<file path="src/design/assert_macros.svh">
// Assertion macros shared by the keyframe interpolation RTL.
// Depends on nothing; the bodies are empty when SYNTHESIS is defined.
`ifndef ASSERT_MACROS_SVH
`define ASSERT_MACROS_SVH
`ifndef SYNTHESIS
`define AST_ALWAYS(lbl, clk, rst_n, prop, msg) \
	lbl: assert property (@(posedge clk) disable iff (!rst_n) (prop)) else $error(msg);
`define AST_IMPLY(lbl, clk, rst_n, ante, cons, msg) \
	lbl: assert property (@(posedge clk) disable iff (!rst_n) (ante) |-> (cons)) else $error(msg);
`else
`define AST_ALWAYS(lbl, clk, rst_n, prop, msg)
`define AST_IMPLY(lbl, clk, rst_n, ante, cons, msg)
`endif
`endif

</file>
<file path="src/design/kpli_ram.sv">
// Generic single-write, single-read synchronous RAM with a registered read.
// Depends on nothing.
module kpli_ram #(
	parameter int WIDTH = 16,
	parameter int DEPTH = 32,
	localparam int AW = (DEPTH > 1) ? $clog2(DEPTH) : 1
) (
	input  logic             clk,
	input  logic             we,
	input  logic [AW-1:0]    waddr,
	input  logic [WIDTH-1:0] wdata,
	input  logic [AW-1:0]    raddr,
	output logic [WIDTH-1:0] rdata
);

	logic [WIDTH-1:0] mem_q [DEPTH];
	logic [WIDTH-1:0] rdata_q;

	always_ff @(posedge clk) begin
		if (we) begin
			mem_q[waddr] <= wdata;
		end
		rdata_q <= mem_q[raddr];
	end

	assign rdata = rdata_q;

endmodule

</file>
<file path="config.mk">
export PLATFORM = sky130hd
export DESIGN_NAME = kpli_ram
export DESIGN_NICKNAME = d
export VERILOG_FILES = /design/src/design/assert_macros.svh /design/src/design/kpli_ram.sv
export SDC_FILE = /design/constraint.sdc
export NUM_CORES = 1
export LEC_CHECK = 0
export BUFFER_PORTS_ARGS = -buffer_cell sky130_fd_sc_hd__buf_2
export CAP_MARGIN = 20
export CELL_PAD_IN_SITES_DETAIL_PLACEMENT = 2
export CELL_PAD_IN_SITES_GLOBAL_PLACEMENT = 2
export CORE_MARGIN = 2
export CORE_UTILIZATION = 50
export CTS_BUF_LIST = sky130_fd_sc_hd__clkbuf_4 sky130_fd_sc_hd__clkbuf_8
export DETAILED_ROUTE_END_ITERATION = 10
export GPL_ROUTABILITY_DRIVEN = 0
export HOLD_SLACK_MARGIN = 0.06
export PLACE_DENSITY_LB_ADDON = 0.1
export RECOVER_POWER = 25
export SKIP_CTS_REPAIR_TIMING = 1
export SLEW_MARGIN = 20
export SYNTH_ARGS = -nofsm -noshare
export SYNTH_HDL_FRONTEND = slang
export SYNTH_SLANG_ARGS = --single-unit
</file>
<file path="constraint.sdc">
create_clock -name clk -period 2.25 [get_ports clk]
set_input_delay 0 -clock clk [delete_from_list [all_inputs] [get_ports clk]]
set_output_delay 0 -clock clk [all_outputs]
set_load 0.02 [all_outputs]
</file>
## Yosys cells after proc, flatten, opt, wreduce, memory -nomap -nowiden

Memory sizes are Yosys's and may differ from the RTL's. A register that Yosys moved wholly into a read port is not among the register bits.
Index checks and enable logic that the tools add are counted.

| storage, ports and cells | value |
|---|---|
| register bits | 0 |
| bits in latches | 0 |
| RAM bits | 512 |
| bits in read-only memories | 0 |
| input port bits | 28 |
| output and inout bits | 16 |
| memories kept | 1 |

Memories:

| name | depth | bits a word | rd ports | clocked after memory_dff | write ports | line | source |
|---|---|---|---|---|---|---|---|
| mem_q | 32 | 16 | 1 | 1 | 1 | kpli_ram.sv:16 | `logic [WIDTH-1:0] mem_q [DEPTH];` |

| operators by class | value |
|---|---|
| add/sub/neg operators | 0 |
| multiply operators | 0 |
| divide/modulo/power cells | 0 |
| magnitude comparators | 0 |
| equal/unequal tests | 0 |
| shift-type cells | 0 |
| mux-type cells | 2 |
| bitwise gates (word level) | 0 |
| reductions and logical operators | 0 |

Operators with widths:

| operator | count |
|---|---|
| 1-bit two-way mux | 2 |

## Longest topological paths before layout

| logic depth | value |
|---|---|
| depth in word-level cells | 2 |
| mapped depth | 8 |
| depth with buffers taken out | 5 |

## Least setup slack after synthesis

OpenSTA, ideal clock, no wires.

| timing path | value |
|---|---|
| kind | input to register |
| start point | input port waddr[1] |
| end point | memory mem_q[12][0], enable pin |
| library setup time | 0.388 ns |
| data arrival time | 1.352 ns |
| slack | 0.510 ns |
| stages on the path | 3 |
| path buffers | 1 |
| path through | or3b_2 -> clkbuf_1 -> nor2_1 |

RTL lines:

| element | line | source |
|---|---|---|
| from (decl) | kpli_ram.sv:10 | `input logic [AW-1:0] waddr,` |
| to (decl) | kpli_ram.sv:16 |  |

Straight into the memory's write port.

==> results.sh <==
export IMPL_status="finished with violations"
export IMPL_failed_checks="capacitance limit, slew limit"
export IMPL_p_leak_nw=8.412
export IMPL_endpoint_kind="flop"
export IMPL_final_max_slew_viol_count=363
export IMPL_grt_pass1_vias=13210
export IMPL_grt_max_degree=51
export IMPL_ys_types=26
export IMPL_synth_xor_area_share=0
export IMPL_cts_clk_slew_worst_paths_ns=0.07
export IMPL_crit_path_start_kind="flop"
export IMPL_reg2reg_setup_slack_ns=0.37
export IMPL_fmax_ghz=0.5315
export IMPL_crit_required_ns=2.77
export IMPL_drc=0
export IMPL_rsz0062_at_grt="no"
export IMPL_drive_gt1_frac=0.1972
export IMPL_cts_buffers=87
export IMPL_critPathMaxFanout=1
export IMPL_initial_core_util=0.5052
export IMPL_final_core_util=0.5818
export IMPL_synthAdderAreaFrac=0
export IMPL_dieArea_um2=42710
export IMPL_synthMuxAreaShare=0.1248
export IMPL_cap_violations=11
export IMPL_synth_top_family_by_area="multiplexers"
export IMPL_period_share=0.8363
export IMPL_setup_viol=0
export IMPL_place_hpwl_um=37200
export IMPL_hold_start="raddr[2]"
export IMPL_skew_ns=0.03442
export IMPL_overflow=0
export IMPL_synth_avg_cell_area_um2=17.97
export IMPL_grt_antenna_before_repair=5
export IMPL_synth_compound_gate_area_share=0.04972
export IMPL_tritoncts="done"
export IMPL_r2r_start="mem_q[5][8]"
export IMPL_worst_slew_pin_slew_ns=1.955
export IMPL_hold_depth=6
export IMPL_dr_pass1_iters=5
export IMPL_drtIter0Drc=1182
export IMPL_htreeDepth=3
export IMPL_io_buffers=43
export IMPL_synth_seq_area_share=0.7643
export IMPL_startpoint="mem_q[5][8]"
export IMPL_critical_path_endpoint="rdata[8]"
export IMPL_syn_area_um2=20540
export IMPL_power_density_nw_per_um2=909.2
export IMPL_setup_tns_ns=0
export IMPL_drt_total_wl_um=69590
export IMPL_criticalPathCategory="reg -> reg"
export IMPL_ir_worst_vdd_uv=728.5
export IMPL_die_height_um=206.7
export IMPL_nNetsFinal=1332
export IMPL_viasPerCell=6.292
export IMPL_ctsRootBufferMaster="clkbuf_8"
export IMPL_synth_seq_cells=528
export IMPL_min_path_type="in -> reg"
export IMPL_r2r_end="rdata[8]"
export IMPL_cts_sinks=528
export IMPL_vias=12010
export IMPL_hold_violations=0
export IMPL_rr_worst_depth=5
export IMPL_synthSimpleGateAreaFrac=0.03491
export IMPL_period_needed_ns=1.882
export IMPL_post_drt_wl_per_cell_um=36.47
export IMPL_core_area_um2=40650
export IMPL_clk_latency_ns=0.68
export IMPL_fp_dieW_um=206.7
export IMPL_grt_first_pass_wirelength_um=95790
export IMPL_yosys_warnings=0
export IMPL_synth_cells=1143
export IMPL_ant_nets=0
export IMPL_io_pins=44
export IMPL_cp_arrival_ns=2.40
export IMPL_track_usage=0.3260
export IMPL_syn_to_final_growth_pct=15.15
export IMPL_max_slew_margin=-0.3035
export IMPL_rows=74
export IMPL_synth_fp_nets=1171
export IMPL_clockBufferDepth=3
cells by family (layout without fill, tap and decap cells):
| group | after synthesis | count (layout) |
|---|---|---|
| AOI/OAI and AO/OA | 144 | 144 |
| buffers and inverters | 67 | 298 |
| muxes | 256 | 256 |
| other | 0 | 2 |
| DFF | 528 | 528 |
| and+or+nand+nor | 148 | 148 |
Yosys cell counts (all sizes together):
master | instances | area, µm²
nand4 | 16 | 100.1
a22o | 32 | 280.3
nand2 | 33 | 123.9
nor2b | 2 | 12.51
or2 | 1 | 6.260
nor3 | 16 | 80.08
dfxtp | 16 | 320.3
or3 | 1 | 6.260
nor2 | 34 | 135.1
clkbuf | 12 | 45.04
nand2b | 2 | 12.51
a22oi | 64 | 480.5
nand3 | 34 | 170.2
a21oi | 32 | 160.2
buf | 55 | 495.5
or3b | 3 | 26.28
mux2i | 256 | 2562
edfxtp | 512 | 15370
a31oi | 16 | 100.1
and2 | 1 | 6.260
nand3b | 5 | 37.54
worst min-delay path by stage:
| stage | to | slack [ns] |
|---|---|---|
| finish | rdata[9] | 0.11 |
| global route | rdata[12] | 0.11 |
| CTS | rdata[13] | -0.16 |
| detailed placement | rdata[14] | 0.43 |
| global placement | rdata[4] | 0.42 |
| floorplan | mem_q[0][0] | 0.1 |
worst max-delay path, cell delays in order (launching register included):
cell      delay (ns)
edfxtp_1        0.40
mux2i_1         0.42
a22o_1          0.27
nor3_1          0.11
a31oi_1         0.36
nand3_1         0.17
routing by layer:
metal,track usage,vias up,part of all wire
met5,0,-,0.00033
met4,0.1362,4,0.041
met3,0.07614,171,0.070
met2,0.5453,557,0.50
met1,0.4105,6381,0.39
li1,-,4893,-
placed cells by master (no fill, tap or decap), drive strengths merged, types with 2 or more instances in the layout:
cell         instances
a22oi               64
clkinv              26
diode                2
a22o                32
nand3               34
dlygate4sd3         19
dfxtp               16
nor2b                2
clkinvlp             3
or3b                 3
nand2               33
edfxtp             512
buf                106
clkbuf             143
mux2i              256
nand2b               2
nand3b               5
nor2                34
a21oi               32
a31oi               16
nand4               16
nor3                16
area by class of cell:
cell class,count,area [µm²]
clock inverter,30,163.9
fill,3397,17000
multi-input combinational,548,4352
clock buffer,129,1669
timing repair buffer,139,1096
antenna,2,5.005
tap,532,665.6
sequential,528,15700
state kept, by name, indices dropped and copies added (netlist names):
| name | flops |
|---|---|
| mem_q | 512 |
| rdata | 16 |
per-stage QoR:
step / hold slack, ns / std cells / worst slack [ns] / power (mW) / instance area (µm²)
final: 0.1066 / 1908 / 0.3684 / 21.50 / 23650
after global routing: 0.1071 / 1906 / 0.3269 / 21.99 / 23640
after CTS: -0.1648 / 1887 / 0.3959 / 21.50 / 23470
after detailed placement: 0.4279 / 1728 / 0.1082 / 12.45 / 21640
after global placement: 0.4205 / 1728 / 0.2062 / 12.36 / 21640
after floorplan: 0.09887 / 1143 / 0.5100 / 11.84 / 20540
power by group:
group	internal [mW]	switching (mW)	total [mW]
combinational	0.406	0.901	1.31
clock	4.87	4.30	9.17
sequential	10.9	0.0796	11.0
total	16.2	5.28	21.5
Power figures use the tool's default switching activity.
