**src/design/assert_macros.svh**
```systemverilog
// Assertion macros shared by the keyframe interpolation RTL.
// Depends on nothing; the bodies are empty when SYNTHESIS is defined.
`ifndef ASSERT_MACROS_SVH
`define ASSERT_MACROS_SVH
`ifndef SYNTHESIS
`define AST_ALWAYS(lbl, clk, rst_n, prop, msg) \
	lbl: assert property (@(posedge clk) disable iff (!rst_n) (prop)) else $error(msg);
`define AST_IMPLY(lbl, clk, rst_n, ante, cons, msg) \
	lbl: assert property (@(posedge clk) disable iff (!rst_n) (ante) |-> (cons)) else $error(msg);
`else
`define AST_ALWAYS(lbl, clk, rst_n, prop, msg)
`define AST_IMPLY(lbl, clk, rst_n, ante, cons, msg)
`endif
`endif

```
**src/design/kpli_pkg.sv**
```systemverilog
// Shared widths, codes and stream layout for the keyframe interpolation core.
// Depends on nothing.
package kpli_pkg;

	localparam int MAX_KEYS_DEF = 32;
	localparam int CNT_W        = 6;
	localparam int KEY_W        = 16;
	localparam int VAL_W        = 32;
	localparam int NUM_CH       = 3;
	localparam int VEC_W        = VAL_W * NUM_CH;
	localparam int FRAC_W       = 16;
	localparam int SLOT_W       = 5;
	localparam int STAT_W       = 2;

	localparam int IN_DATA_W  = 136;
	localparam int OUT_DATA_W = 96;

	localparam int IN_IDX_LSB = 0;
	localparam int IN_KEY_LSB = IN_IDX_LSB + SLOT_W;
	localparam int IN_VAL_LSB = IN_KEY_LSB + KEY_W;
	localparam int IN_QRY_LSB = IN_VAL_LSB + VEC_W;

	localparam logic FUNC_LOAD  = 1'b0;
	localparam logic FUNC_QUERY = 1'b1;

	localparam logic [STAT_W-1:0] STAT_INTERP = 2'd0;
	localparam logic [STAT_W-1:0] STAT_FIRST  = 2'd1;
	localparam logic [STAT_W-1:0] STAT_LAST   = 2'd2;
	localparam logic [STAT_W-1:0] STAT_EMPTY  = 2'd3;

endpackage

```
**src/design/kpli_div.sv**
```systemverilog
// Restoring divider producing the Q0.16 fraction (num << 16) / den, one bit a cycle.
// Depends on kpli_pkg; the caller guarantees num < den.
module kpli_div (
	input  logic                        clk,
	input  logic                        arst_n,
	input  logic                        start,
	input  logic [kpli_pkg::KEY_W-1:0]  num,
	input  logic [kpli_pkg::KEY_W-1:0]  den,
	output logic                        done,
	output logic [kpli_pkg::FRAC_W-1:0] quot
);
	import kpli_pkg::*;

	localparam int STEP_W = $clog2(FRAC_W);

	logic              busy_q;
	logic              done_q;
	logic [STEP_W-1:0] step_q;
	logic [KEY_W-1:0]  rem_q;
	logic [KEY_W-1:0]  den_q;
	logic [FRAC_W-1:0] quot_q;
	logic [KEY_W:0]    rem_sh;
	logic              ge;
	logic [KEY_W-1:0]  rem_nx;

	always_comb begin
		rem_sh = {rem_q, 1'b0};
		ge     = rem_sh >= {1'b0, den_q};
		rem_nx = ge ? KEY_W'(rem_sh - {1'b0, den_q}) : rem_sh[KEY_W-1:0];
	end

	always_ff @(posedge clk or negedge arst_n) begin
		if (!arst_n) begin
			busy_q <= 1'b0;
			done_q <= 1'b0;
			step_q <= '0;
		end else begin
			done_q <= 1'b0;
			if (start) begin
				busy_q <= 1'b1;
				step_q <= '0;
			end else if (busy_q) begin
				step_q <= step_q + STEP_W'(1);
				if (step_q == STEP_W'(FRAC_W - 1)) begin
					busy_q <= 1'b0;
					done_q <= 1'b1;
				end
			end
		end
	end

	always_ff @(posedge clk) begin
		if (start) begin
			rem_q <= num;
			den_q <= den;
		end else if (busy_q) begin
			rem_q  <= rem_nx;
			quot_q <= {quot_q[FRAC_W-2:0], ge};
		end
	end

	assign done = done_q;
	assign quot = quot_q;

endmodule

```
**config.mk**
```make
export PLATFORM = sky130hd
export DESIGN_NAME = kpli_div
export DESIGN_NICKNAME = d
export VERILOG_FILES = /design/src/design/assert_macros.svh /design/src/design/kpli_pkg.sv /design/src/design/kpli_div.sv
export SDC_FILE = /design/constraint.sdc
export NUM_CORES = 1
export LEC_CHECK = 0
export BUFFER_PORTS_ARGS = -buffer_cell sky130_fd_sc_hd__buf_2
export CAP_MARGIN = 25
export CORE_MARGIN = 5
export CORE_UTILIZATION = 56
export DETAILED_ROUTE_END_ITERATION = 12
export GPL_TIMING_DRIVEN = 0
export PLACE_DENSITY_LB_ADDON = 0.3
export RECOVER_POWER = 100
export SETUP_SLACK_MARGIN = 0.05
export SYNTH_ARGS = -nofsm -noshare
export SYNTH_HDL_FRONTEND = slang
export SYNTH_SLANG_ARGS = --single-unit
```
**constraint.sdc**
```tcl
create_clock -name clk -period 3.32 [get_ports clk]
set_clock_uncertainty 0.2 [all_clocks]
set_input_delay 0.332 -clock clk [delete_from_list [all_inputs] [get_ports clk]]
set_output_delay 0.332 -clock clk [all_outputs]
set_load 0.01 [all_outputs]
```
[Word level (Yosys, flattened, before mapping)]
Cells that the tools add are included.
Storage, ports and cells
  register bits: 54
  output and inout bits: 17
Operators by class
  add/subtract/negate cells: 2
  magnitude comparators: 1
  equality and inequality tests: 1
  mux-type cells: 11
  bitwise logic cells: 1
  reduce and logical (&&, ||, !) cells: 2
Operators with widths (count)
  2-to-1 mux 16 bit: 3
  >= comparator 17 x 16 -> 1 bit: 1
  subtractor 16 bit: 1
  2-to-1 mux 4 bit: 2
  2-to-1 mux 1 bit: 6
  adder 4 x 1 -> 4 bit, second input constant: 1
  == test 4 bit, second input constant: 1
  AND reduction 2 bit: 1
  nonzero test 2 bit: 1
  inverter 1 bit: 1

[Depth between registers and ports, before layout]
  depth after elaboration: 4
  gate-level depth with buffers: 12
  mapped depth without buffers: 9

[Worst setup path before layout]
No wires, ideal clock.
  path kind: reg2reg
  start point: register rem_q[5]
  end point: register rem_q[12], data pin
  library setup time: 0.260 ns
  data arrival time: 2.228 ns
  slack: 0.632 ns
  cell stages (with the launch flop): 8
  buffers on the path: 1
  clock period less this slack: 2.688 ns
  path through: edfxtp_1 -> ha_1 -> buf_4 -> nand2_2 -> or4_4 -> a31oi_4 -> mux2_2 -> mux2_2
Between the ends
  longest elaborated chain between the ends: 4
  elaborated cells on any way between the ends: 5
  those cells by class: add/sub: 1; order compare: 1; mux: 3
RTL lines
  start, declared: line kpli_div.sv:19  | logic [KEY_W-1:0] rem_q;
  start signal, assigned: line kpli_div.sv:54  | rem_q <= num;
  start signal, assigned: line kpli_div.sv:57  | rem_q <= rem_nx;
  subtractor 16 bit / >= comparator 17 x 16 -> 1 bit (equally long branches): line kpli_div.sv:29, kpli_div.sv:28
  2-to-1 mux 16 bit *: line kpli_div.sv:29  | rem_nx = ge ? KEY_W'(rem_sh - {1'b0, den_q}) : rem_sh[KEY_W-1:0];
  2-to-1 mux 16 bit *: line kpli_div.sv:56  | end else if (busy_q) begin
  2-to-1 mux 16 bit *: line kpli_div.sv:53  | if (start) begin
Every way passes the cells marked *; elsewhere a longest branch is shown, timed or not. The select of a mux whose other input is x is not followed.
A chain may end at the register's enable or synchronous reset.

[Worst setup path in the final report]
  start point: register rem_q[0]
  end point: register rem_q[12], data pin
The elaborated chain is that of the path after synthesis.

==> reports/results.ini <==
[place]
gp_congestion = 0.831
port_buffers = 51
dp_hpwl_mm = 4.59
place_area_mm2 = 0.00337

[critical_path]
critPathSlowestCell = edfxtp_1
rrSetupSlack_ns = 0.33
crit_path_cell_trace = ha_1, nor2b_1, o21ai_0, o21ai_1, a21oi_2, a31oi_4, mux2_2, mux2_2
start_kind = flip-flop
cp_data_arrival_time_ns = 2.85
crit_required_ns = 3.18
r2r_end = rem_q[12]
cp_max_fo = 8
worst-setup-path-type = flip-flop to flip-flop
reg2reg_from = rem_q[0]
end_kind = flip-flop
max_stage_delay_ns = 0.41
cp_common_cell = mux2_2
rr_worst_depth = 8

[yosys]
synth_ff_type = edfxtp_1
synth_xor_area_frac = 0.0290
synthSimpleGateAreaFrac = 0.117
synth-edff-count = 48
ys_ff_latch = 54
ys_types = 52
synth.cell_area_mm2 = 0.00302
ys_warn_count = 0
synth_top_family_by_area = compound AO/OA/AOI/OAI gates
async_reset_ff_frac = 0.111
syn_nets = 306
muxShareOfSynthArea = 0.0577
syn_avg_cell_area_um2 = 11.9
synthCells = 253
synthAdderAreaFrac = 0.0772
ys_seq_area_frac = 0.528
synth_compound_area_frac = 0.145

[timing]
period_share = 0.902
slew_viol_final = 0
fin_crit_ns = 2.99
rsz0062_at_grt = false
final.setup.tns_ns = 0
max_slew.worst_pin.slew_ns = 1.20
hold_viol = 0
max_slew_margin = 0.201
setup_violations = 0
timing.fmax_mhz = 334

[grt]
grt_start_max_net_pins = 23
antenna_found_initial = 0
grt_usage = 0.190
grt_pass1_vias = 2193
overflow = 0
grt_first_pass_wirelength_mm = 10.7

[min_path]
hold_depth = 3
hp-start = num[14]
hold_path.class = input pin to flip-flop
hold_end = rem_q[14]

[cells_and_area]
antenna_cells = 0
layout.nets = 382
final_cell_area_mm2 = 0.00362
drive_gt1_frac = 0.188
area_growth_pct = 20.0
nFillCells = 380

[power]
p_leak_uw = 0.00148
p_per_area_mw_per_mm2 = 859
ir_worst_vdd_mv = 0.459
fin_total_pwr_uw = 3110

[clock_tree]
ctsHtreeMaxLevel = 2
clk_latency_ns = 0.31
numCtsBuffers = 5
cts_tree = yes
postCtsSetupRepairBufs = 0
cts-root-buf = clkbuf_8
cts_buffer_depth = 2
clkSinkCount = 54
clkTransAtPathRegs_ns = 0.10

[detailed_routing]
num_vias = 2277
antenna_left = 0
drtPass1Iterations = 5
routed_via_density = 5.69
drc_errors = 0
drt_iter0_drc = 173
wl_mm = 6.54
wl_per_cell_um = 16.3

[die]
core_area_mm2 = 0.00517
pin_count = 52
dieArea_mm2 = 0.00695
die_y_um = 83.4
die_x_um = 83.4
row_count = 26
start_util = 0.583

[flow_run]
cap_violations = 0

[run_status]
outcome = completed

==> repair_timing <==
action,in CTS,in global routing
hold buffers,16,1
hold endpoints to repair,21,1
resized for setup,0,0
==> synthesized netlist by cell type, types with 3 or more instances <==
| library cell | instances | share of area |
|---|---|---|
| a211oi_1 | 5 | 0.012 |
| a21o_1 | 4 | 0.010 |
| a21oi_1 | 13 | 0.022 |
| a221o_1 | 5 | 0.017 |
| clkbuf_1 | 4 | 0.0050 |
| dfrtp_1 | 6 | 0.050 |
| edfxtp_1 | 48 | 0.48 |
| ha_1 | 17 | 0.071 |
| inv_1 | 20 | 0.025 |
| mux2_2 | 11 | 0.041 |
| mux2i_1 | 5 | 0.017 |
| nand2_1 | 14 | 0.017 |
| nand2b_1 | 3 | 0.0062 |
| nand3_1 | 4 | 0.0066 |
| nor2_1 | 15 | 0.019 |
| nor2b_1 | 5 | 0.010 |
| nor3_1 | 4 | 0.0066 |
| nor3b_1 | 7 | 0.017 |
| o21a_1 | 4 | 0.010 |
| o21ai_0 | 13 | 0.022 |
| xnor2_1 | 6 | 0.017 |
| xor2_1 | 4 | 0.012 |
==> layout by cell type, fill, tap and decap left out, drive strengths merged, types with 2 or more instances in the layout <==
| master | netlist | routed |
|---|---|---|
| mux2 | 11 | 11 |
| clkbuf | 4 | 30 |
| o311ai | 3 | 3 |
| ha | 17 | 17 |
| buf | 5 | 36 |
| a221o | 5 | 5 |
| o31a | 2 | 2 |
| dlygate4sd3 | 0 | 17 |
| nor2 | 15 | 15 |
| dfrtp | 6 | 6 |
| nand2b | 3 | 3 |
| nand4 | 2 | 2 |
| nor4b | 2 | 2 |
| inv | 20 | 21 |
| a211oi | 5 | 5 |
| nand2 | 16 | 16 |
| xnor2 | 6 | 6 |
| mux2i | 5 | 5 |
| a21oi | 14 | 14 |
| nor3 | 4 | 4 |
| a31oi | 2 | 2 |
| nand3 | 4 | 4 |
| nor3b | 7 | 7 |
| nor2b | 5 | 5 |
| o21a | 4 | 4 |
| o21ai | 14 | 14 |
| a21o | 4 | 4 |
| o211ai | 3 | 3 |
| xor2 | 4 | 4 |
| edfxtp | 48 | 48 |
==> worst max path at each step <==
stage / from / end / slack (ns) / depth (start not counted)
final: rem_q[0] / rem_q[12] / 0.33 / 8
after global routing: rem_q[0] / rem_q[14] / 0.08 / 9
after CTS: rem_q[11] / rem_q[12] / 0.32 / 9
after detailed placement: rem_q[0] / rem_q[7] / 0.33 / 8
after global placement: rem_q[0] / rem_q[7] / 0.38 / 8
after floorplan: rem_q[5] / rem_q[12] / 0.63 / 7
==> final cells by class <==
cell class / instances / area [µm²] / area share
clock inverter: 3 / 42.5 / 0.0118
sequential: 54 / 1590 / 0.440
inverter: 20 / 75.1 / 0.0207
tap: 70 / 87.6 / 0.0242
clock buffer: 5 / 68.8 / 0.0190
timing repair buffer: 69 / 405 / 0.112
multi-input combinational: 170 / 1290 / 0.355
buffer: 9 / 62.6 / 0.0173
==> where the power goes <==
group | internal, µW | total, µW | switching (µW) | leakage, µW
registers | 935 | 1010 | 76.5 | 0.000564
logic | 769 | 1650 | 883 | 0.000863
clock network | 225 | 446 | 221 | 0.0000562
==> worst max-delay path: cells and delay by family, from the launching register on <==
family | cells | cell delay (ns)
adder cells (fa/ha/maj) | 1 | 0.32
AND/OR/NAND/NOR | 1 | 0.12
AO/OA/AOI/OAI | 4 | 1.07
flip-flops | 1 | 0.41
multiplexers | 2 | 0.64
==> metrics by stage <==
step	util	setup WS [ns]	hold slack, ns	cells
6_report	0.700	0.327	0.0933	400
5_1_grt	0.700	0.0814	0.110	400
4_1_cts	0.704	0.324	0.00389	399
3_5_place_dp	0.651	0.326	-0.0380	375
3_3_place_gp	0.649	0.376	-0.0404	374
2_1_floorplan	-	0.632	-0.164	253
==> cells by family after synthesis <==
kind of cell | count (synthesis)
AOI/OAI and AO/OA | 61
xor gates and xnor gates | 10
adders and majority gates | 18
buffers and inverters | 29
DFF | 54
muxes | 16
and+or+nand+nor | 65
==> layer usage <==
layer / up-vias / GRT usage / share of wire
met3: 8 / 0.0366 / 0.058
li1: 1093 / - / -
met2: 73 / 0.319 / 0.50
met1: 1103 / 0.254 / 0.44
met5: - / 0 / 0
met4: 0 / 0.0446 / 0.0078
==> state kept, by name (all words and copies together), names as in the netlist <==
signal / flops
rem_q: 16
quot: 16
busy_q: 1
done: 1
step_q: 4
den_q: 16
(Power assumes the default switching activity.)
