===== config.mk =====
export PLATFORM = sky130hd
export DESIGN_NAME = kpli_lerp
export DESIGN_NICKNAME = d
export VERILOG_FILES = /design/src/design/assert_macros.svh /design/src/design/kpli_pkg.sv /design/src/design/kpli_lerp.sv
export SDC_FILE = /design/constraint.sdc
export NUM_CORES = 2
export LEC_CHECK = 0
export ABC_AREA = 0
export BUFFER_PORTS_ARGS = -buffer_cell sky130_fd_sc_hd__buf_4
export CAP_MARGIN = 40
export CORE_MARGIN = 4
export CORE_UTILIZATION = 40
export DETAILED_ROUTE_END_ITERATION = 10
export PLACE_DENSITY = 0.63
export SLEW_MARGIN = 5
export SYNTH_ARGS = -nofsm -noshare
export SYNTH_HDL_FRONTEND = slang
export SYNTH_SLANG_ARGS = --single-unit

===== constraint.sdc =====
create_clock -name clk -period 14.5 [get_ports clk]
set_clock_uncertainty 0.05 [all_clocks]
set_input_delay 2.175 -clock clk [delete_from_list [all_inputs] [get_ports clk]]
set_output_delay 2.175 -clock clk [all_outputs]
set_load 0.005 [all_outputs]

===== src/design/assert_macros.svh =====
// Assertion macros shared by the keyframe interpolation RTL.
// Depends on nothing; the bodies are empty when SYNTHESIS is defined.
`ifndef ASSERT_MACROS_SVH
`define ASSERT_MACROS_SVH
`ifndef SYNTHESIS
`define AST_ALWAYS(lbl, clk, rst_n, prop, msg) \
	lbl: assert property (@(posedge clk) disable iff (!rst_n) (prop)) else $error(msg);
`define AST_IMPLY(lbl, clk, rst_n, ante, cons, msg) \
	lbl: assert property (@(posedge clk) disable iff (!rst_n) (ante) |-> (cons)) else $error(msg);
`else
`define AST_ALWAYS(lbl, clk, rst_n, prop, msg)
`define AST_IMPLY(lbl, clk, rst_n, ante, cons, msg)
`endif
`endif


===== src/design/kpli_pkg.sv =====
// Shared widths, codes and stream layout for the keyframe interpolation core.
// Depends on nothing.
package kpli_pkg;

	localparam int MAX_KEYS_DEF = 32;
	localparam int CNT_W        = 6;
	localparam int KEY_W        = 16;
	localparam int VAL_W        = 32;
	localparam int NUM_CH       = 3;
	localparam int VEC_W        = VAL_W * NUM_CH;
	localparam int FRAC_W       = 16;
	localparam int SLOT_W       = 5;
	localparam int STAT_W       = 2;

	localparam int IN_DATA_W  = 136;
	localparam int OUT_DATA_W = 96;

	localparam int IN_IDX_LSB = 0;
	localparam int IN_KEY_LSB = IN_IDX_LSB + SLOT_W;
	localparam int IN_VAL_LSB = IN_KEY_LSB + KEY_W;
	localparam int IN_QRY_LSB = IN_VAL_LSB + VEC_W;

	localparam logic FUNC_LOAD  = 1'b0;
	localparam logic FUNC_QUERY = 1'b1;

	localparam logic [STAT_W-1:0] STAT_INTERP = 2'd0;
	localparam logic [STAT_W-1:0] STAT_FIRST  = 2'd1;
	localparam logic [STAT_W-1:0] STAT_LAST   = 2'd2;
	localparam logic [STAT_W-1:0] STAT_EMPTY  = 2'd3;

endpackage


===== src/design/kpli_lerp.sv =====
// Three-stage lerp of three channels: difference, product with the fraction, rounded add.
// Depends on kpli_pkg.
module kpli_lerp (
	input  logic                        clk,
	input  logic                        arst_n,
	input  logic                        start,
	input  logic [kpli_pkg::VEC_W-1:0]  lo,
	input  logic [kpli_pkg::VEC_W-1:0]  hi,
	input  logic [kpli_pkg::FRAC_W-1:0] frac,
	output logic                        valid,
	output logic [kpli_pkg::VEC_W-1:0]  res
);
	import kpli_pkg::*;

	localparam int PROD_W = VAL_W + FRAC_W + 2;
	localparam logic signed [PROD_W-1:0] RND_HALF = PROD_W'(1) <<< (FRAC_W - 1);

	logic v_s1, v_s2, v_s3;
	logic [FRAC_W-1:0]        frac_s1;
	logic signed [VAL_W:0]    diff_s1 [NUM_CH];
	logic signed [VAL_W-1:0]  lo_s1   [NUM_CH];
	logic signed [VAL_W-1:0]  lo_s2   [NUM_CH];
	logic signed [PROD_W-1:0] prod_s2 [NUM_CH];
	logic signed [PROD_W-1:0] shf     [NUM_CH];
	logic [VEC_W-1:0]         res_s3;

	always_ff @(posedge clk or negedge arst_n) begin
		if (!arst_n) begin
			v_s1 <= 1'b0;
			v_s2 <= 1'b0;
			v_s3 <= 1'b0;
		end else begin
			v_s1 <= start;
			v_s2 <= v_s1;
			v_s3 <= v_s2;
		end
	end

	always_comb begin
		for (int c = 0; c < NUM_CH; c++) begin
			shf[c] = (prod_s2[c] + RND_HALF) >>> FRAC_W;
		end
	end

	always_ff @(posedge clk) begin
		frac_s1 <= frac;
		for (int c = 0; c < NUM_CH; c++) begin
			diff_s1[c] <= (VAL_W+1)'($signed(hi[c*VAL_W +: VAL_W]))
				- (VAL_W+1)'($signed(lo[c*VAL_W +: VAL_W]));
			lo_s1[c]   <= $signed(lo[c*VAL_W +: VAL_W]);
			prod_s2[c] <= diff_s1[c] * $signed({1'b0, frac_s1});
			lo_s2[c]   <= lo_s1[c];
			res_s3[c*VAL_W +: VAL_W] <= VAL_W'(lo_s2[c]) + shf[c][VAL_W-1:0];
		end
	end

	assign valid = v_s3;
	assign res   = res_s3;

endmodule

# Word level (Yosys, flattened, before mapping)
# Memory sizes are Yosys's and may differ from the RTL's.
# Index checks and enable logic that the tools add are counted.
[totals]
ram_bits = 441
reg_bits = 115
output_inout_bits = 97
n_memories = 4
[memory_table]
columns = ["memory", "words", "word_bits", "rd", "rd_clocked_by_memory_dff", "write_ports", "line", "text"]
rows = [
  ["prod_s2", 3, 50, 3, 0, 3, "kpli_lerp.sv:23", "logic signed [PROD_W-1:0] prod_s2 [NUM_CH];"],
  ["diff_s1", 3, 33, 3, 0, 3, "kpli_lerp.sv:20", "logic signed [VAL_W:0] diff_s1 [NUM_CH];"],
  ["lo_s1", 3, 32, 3, 0, 3, "kpli_lerp.sv:21", "logic signed [VAL_W-1:0] lo_s1 [NUM_CH];"],
  ["lo_s2", 3, 32, 3, 0, 3, "kpli_lerp.sv:22", "logic signed [VAL_W-1:0] lo_s2 [NUM_CH];"],
]
[classes]
add_sub_neg = 9
mul = 3
[op_table]
columns = ["operator", "count"]
rows = [
  ["multiplier 33 x 17 -> 50 bit", 3],
  ["adder 48 x 17 -> 48 bit (second input constant)", 3],
  ["subtractor 32 x 32 -> 33 bit", 3],
  ["adder 32 bit", 3],
]

# Depth between registers and ports, before layout
[depth]
ltp_word = 2
ltp_mapped = 28

# Worst setup path before layout
# Ideal clock, no wire load.
[synth_timing]
kind = "reg2reg"
start = "register frac_s1[2]"
end = "memory prod_s2[0][96] (netlist name)"
required_time_ns = 14.378
setup_ns = 0.072
path_slack_ns = 7.840
path_stages_with_launch = 26
n_path_buf = 3
arrival_ns = 6.538
path_cell_list = "dfxtp_1 > clkbuf_1 > clkbuf_1 > clkbuf_1 > nand2_1 > fa_1 > fa_1 > fa_1 > inv_1 > fa_1 > fa_1 > inv_1 > fa_1 > inv_1 > ha_1 > a21o_1 > a21o_1 > o31ai_1 > a211oi_1 > a31oi_1 > o22ai_1 > a41o_1 > a31o_2 > o21a_1 > nor2_1 > xnor2_1"
[synth_rtl]
columns = ["element", "line", "text"]
rows = [
  ["start: declaration", "kpli_lerp.sv:19", "logic [FRAC_W-1:0] frac_s1;"],
  ["start signal: assignment", "kpli_lerp.sv:46", "frac_s1 <= frac;"],
  ["end: declaration", "kpli_lerp.sv:23", ""],
]

==> results.md <==
| Parameter | This run |
|:---|:---|
| Outcome | completed |
| Achievable frequency | 115 MHz |
| Final Hold Viols | 0 |
| Critical Path Max Stage Delay | 0.88 ns |
| Leading cell types in the layout, fill and taps excluded | sky130_fd_sc_hd__inv_1, sky130_fd_sc_hd__fa_1, sky130_fd_sc_hd__nand2_1 |
| Remaining max-slew budget at the tightest pin | 35.0% |
| Total of warnings raised by yosys | 0 |
| Most common cell after layout, fill and taps aside | sky130_fd_sc_hd__inv_1 |
| Via count of the first global-routing pass | 56900 |
| I/O Pins | 308 |
| Area of the core | 181000 sq um |
| Clock transition time at the flip-flop clock pins of the worst setup and hold paths | 0.07 ns |
| Crit path capture type | flop |
| Crit Path Category | reg -> reg |
| Site row count | 156 |
| Quantity of hold-fixing buffers added after cts | 0 |
| Async S/R FF share, synth | 0.594% |
| Number of filler cells placed in the layout | 17500 |
| Final Routed Wirelength | 187000 um |
| Average via count per standard cell | 4.97 |
| Slew Limit Fails | 0 |
| TritonCTS sink count | 505 |
| Crit Path Max Fanout | 41 |
| Worst min-delay path endpoint | lo_s2[0][19] |
| Critical R2R Capture | prod_s2[0][147] |
| Worst EP arrival | 9.21 ns |
| Cells along the critical path | buf_4, buf_4, nand2_1, fa_1, fa_1, fa_1, inv_1, fa_1, fa_1, inv_1, fa_1, inv_1, ha_1, a21oi_1, o21ai_0, nor3_1, o21ai_1, a41oi_1, a211oi_1, nor2_1, o31ai_1, or3_1, a31oi_1, xnor2_1 |
| Most frequently used flop master after synthesis | sky130_fd_sc_hd__dfxtp_1 |
| Die area | 189000 sq um |
| Worst hold path startpoint | lo_s1[0][19] |
| Final critical path time including I/O delays and setup | 8.69 ns |
| Number of antenna violations at the first check in global routing | 3 |
| RSZ-0062 raised after global routing | false |
| Cell type with the highest occurrence count on the critical path | sky130_fd_sc_hd__fa_1 |
| H-tree levels | 2 |
| Main area contributors after synthesis | sky130_fd_sc_hd__fa_1, sky130_fd_sc_hd__dfxtp_1, sky130_fd_sc_hd__inv_1 |
| Weighted congestion at the end of routability-driven global placement | 0.880 |
| Quantity of I/O buffers inserted on ports | 307 |
| Global-route met2 utilization | 36.6% |
| Type of element launching the critical path | flop |
| Number of nets with antenna violations after routing | 0 |
| Ratio of cells with drive above 1 in the final layout | 6.36% |
| EDFF count, synth | 0 |
| Relative area change from synthesis to final layout | 9.50% |
| Unique cell type count in the Yosys netlist | 69 |
| Data required time at the worst endpoint | 15.03 ns |
| Initial standard-cell utilization of the core | 40.3% |
| Worst hold path cell count | 0 |
| Total global-route track usage | 20.4% |
| Clock insertion delay at the later pin of the skew report | 0.70 ns |
| Die boundary height | 434 um |
| TritonCTS clock tree | built |
| Total overflow reported by the global router | 0 |
| Slew at the pin closest to its max-slew limit | 0.975 ns |
| Number of iterations in the first detailed-routing pass | 6 |
| Top cell type's share of synthesized area | 40.5% |
| Final-report setup violation count | 0 |
| Hold crit path type | reg -> reg |
| CTS Root Cell | sky130_fd_sc_hd__clkbuf_16 |
| TritonCTS Buffers | 59 |
| Share of the cycle needed by the critical path after routing | 59.9% |
| Reg2Reg Depth | 24 |
| Post-synthesis register bit count | 505 |
| Nets@finish | 10300 |
| Detailed placement HPWL | 148000 um |
| Drt wl/cell | 17.9 um |
| Number of resized instances in the post-cts repair step | 0 |
| Syn Area/Cell | 9.21 sq um |
| Flop-to-flop setup slack | 5.81 ns |
| Final-layout setup total negative slack | 0 ns |
| Pin count of the biggest net entering global routing | 67 |
| Cell with the largest stage delay on the worst path | sky130_fd_sc_hd__a211oi_1 |
| Number of buffers on the longest clock path | 3 |
| Syn Std Cell Area | 72800 sq um |
| Number of DRC markers in iteration 0 | 2911 |
| Wire length of the first global-routing pass | 304000 um |
| Global-route met1 utilization | 24.8% |
| Library cell with the largest summed area after synthesis | sky130_fd_sc_hd__fa_1 |
| Nets in the synthesized netlist | 10100 |
| Via Count | 52000 |
| Post-detailed-route DRC marker count | 0 |
| Busiest metal layer after global routing | met2 |
| Reported max-cap violation count | 0 |
| Number of buffers inserted by post-CTS setup repair | 0 |
| Beginning of the worst register-to-register path | frac_s1[4] |
| Sequential cell area fraction in the yosys report | 13.9% |
| Cell count after synthesis | 7897 |
| Met3 demand-to-capacity share in global routing | 2.32% |
| Die Width | 434 um |
==> metal layers <==
metal  up-vias  wire, um
met1     26500     73400
met5         -         0
met2      1379     95800
met3       379      9060
met4         0      8880
li1      23800         -
==> cells in the mapped netlist (all sizes together), types with 27 or more instances <==
library cell and number:
inv 1816, fa 1473, nand2 1026, and2 696, ha 528, dfxtp 502, xnor2 291, clkbuf 275
a21oi 210, nor2 174, a21o 122, o21ai 120, xor2 88, nand3 77, and3 66, o21a 55
nor3 46, nor2b 40, nand2b 38, o21bai 27
==> layout make-up <==
type / instances / area (sq um) / share of cell area, %
diodes: 2 / 5.00 / 0.00628
flip-flops and latches: 505 / 10200 / 12.8
multi-input cells: 5301 / 54800 / 68.8
inverters: 1816 / 6820 / 8.56
clock buffers: 69 / 1560 / 1.96
clock inverters: 41 / 539 / 0.677
well taps: 2370 / 2970 / 3.72
repair buffers: 360 / 2830 / 3.55
==> worst max-delay path: cells and delay by family, from the launching register on <==
| family | cells | cell delay [ns] |
|---|---|---|
| buffers and inverters | 5 | 1.24 |
| adders and majority gates | 7 | 3.33 |
| and+or+nand+nor | 4 | 0.71 |
| DFF | 1 | 0.56 |
| AOI/OAI and AO/OA | 7 | 2.53 |
| xor gates and xnor gates | 1 | 0.13 |
==> sequential cells by signal, indices dropped and copies added, names as in the netlist <==
| register | flops |
|---|---|
| diff_s1 | 99 |
| prod_s2 | 99 |
| lo_s1 | 96 |
| lo_s2 | 96 |
| res | 96 |
| frac_s1 | 16 |
| v_s1 | 1 |
| v_s2 | 1 |
| valid | 1 |
==> how the worst max path moves through the flow <==
| stage | from | end | slack (ns) |
|---|---|---|---|
| 2_1_floorplan | frac_s1[2] | prod_s2[0][96] | 7.84 |
| 3_3_place_gp | frac_s1[4] | prod_s2[0][147] | 6.13 |
| 3_5_place_dp | frac_s1[4] | prod_s2[0][147] | 6.00 |
| 4_1_cts | frac_s1[4] | prod_s2[0][147] | 5.97 |
| 5_1_grt | frac_s1[4] | prod_s2[0][147] | 5.51 |
| 6_report | frac_s1[4] | prod_s2[0][147] | 5.81 |
==> cells by family (layout without fill, tap and decap cells) <==
logic type / Yosys count / in the layout / share of synthesized area (%)
other: 0 / 2 / 0
adder cells (fa/ha/maj): 2001 / 2001 / 49.6
AO/OA/AOI/OAI: 684 / 684 / 6.17
buffers and inverters: 2091 / 2286 / 10.8
AND/OR/NAND/NOR: 2237 / 2237 / 14.9
XOR/XNOR: 379 / 379 / 4.56
flip-flops: 505 / 505 / 13.9
==> stage by stage <==
step / setup WS [ns] / instances / area [sq um] / hold slack, ns / utilization, %
floorplan: 7.84 / 7897 / 72800 / 0.260 / -
global placement: 6.13 / 10300 / 77300 / 0.261 / 42.8
detailed placement: 6.00 / 10400 / 77500 / 0.262 / 42.9
CTS: 5.97 / 10500 / 79600 / 0.273 / 44.1
global route: 5.51 / 10500 / 79700 / 0.278 / 44.1
finish: 5.81 / 10500 / 79700 / 0.270 / 44.1
Power is not shown: default switching activity piles up to over one toggle a cycle in this logic, so the estimate is an artifact.
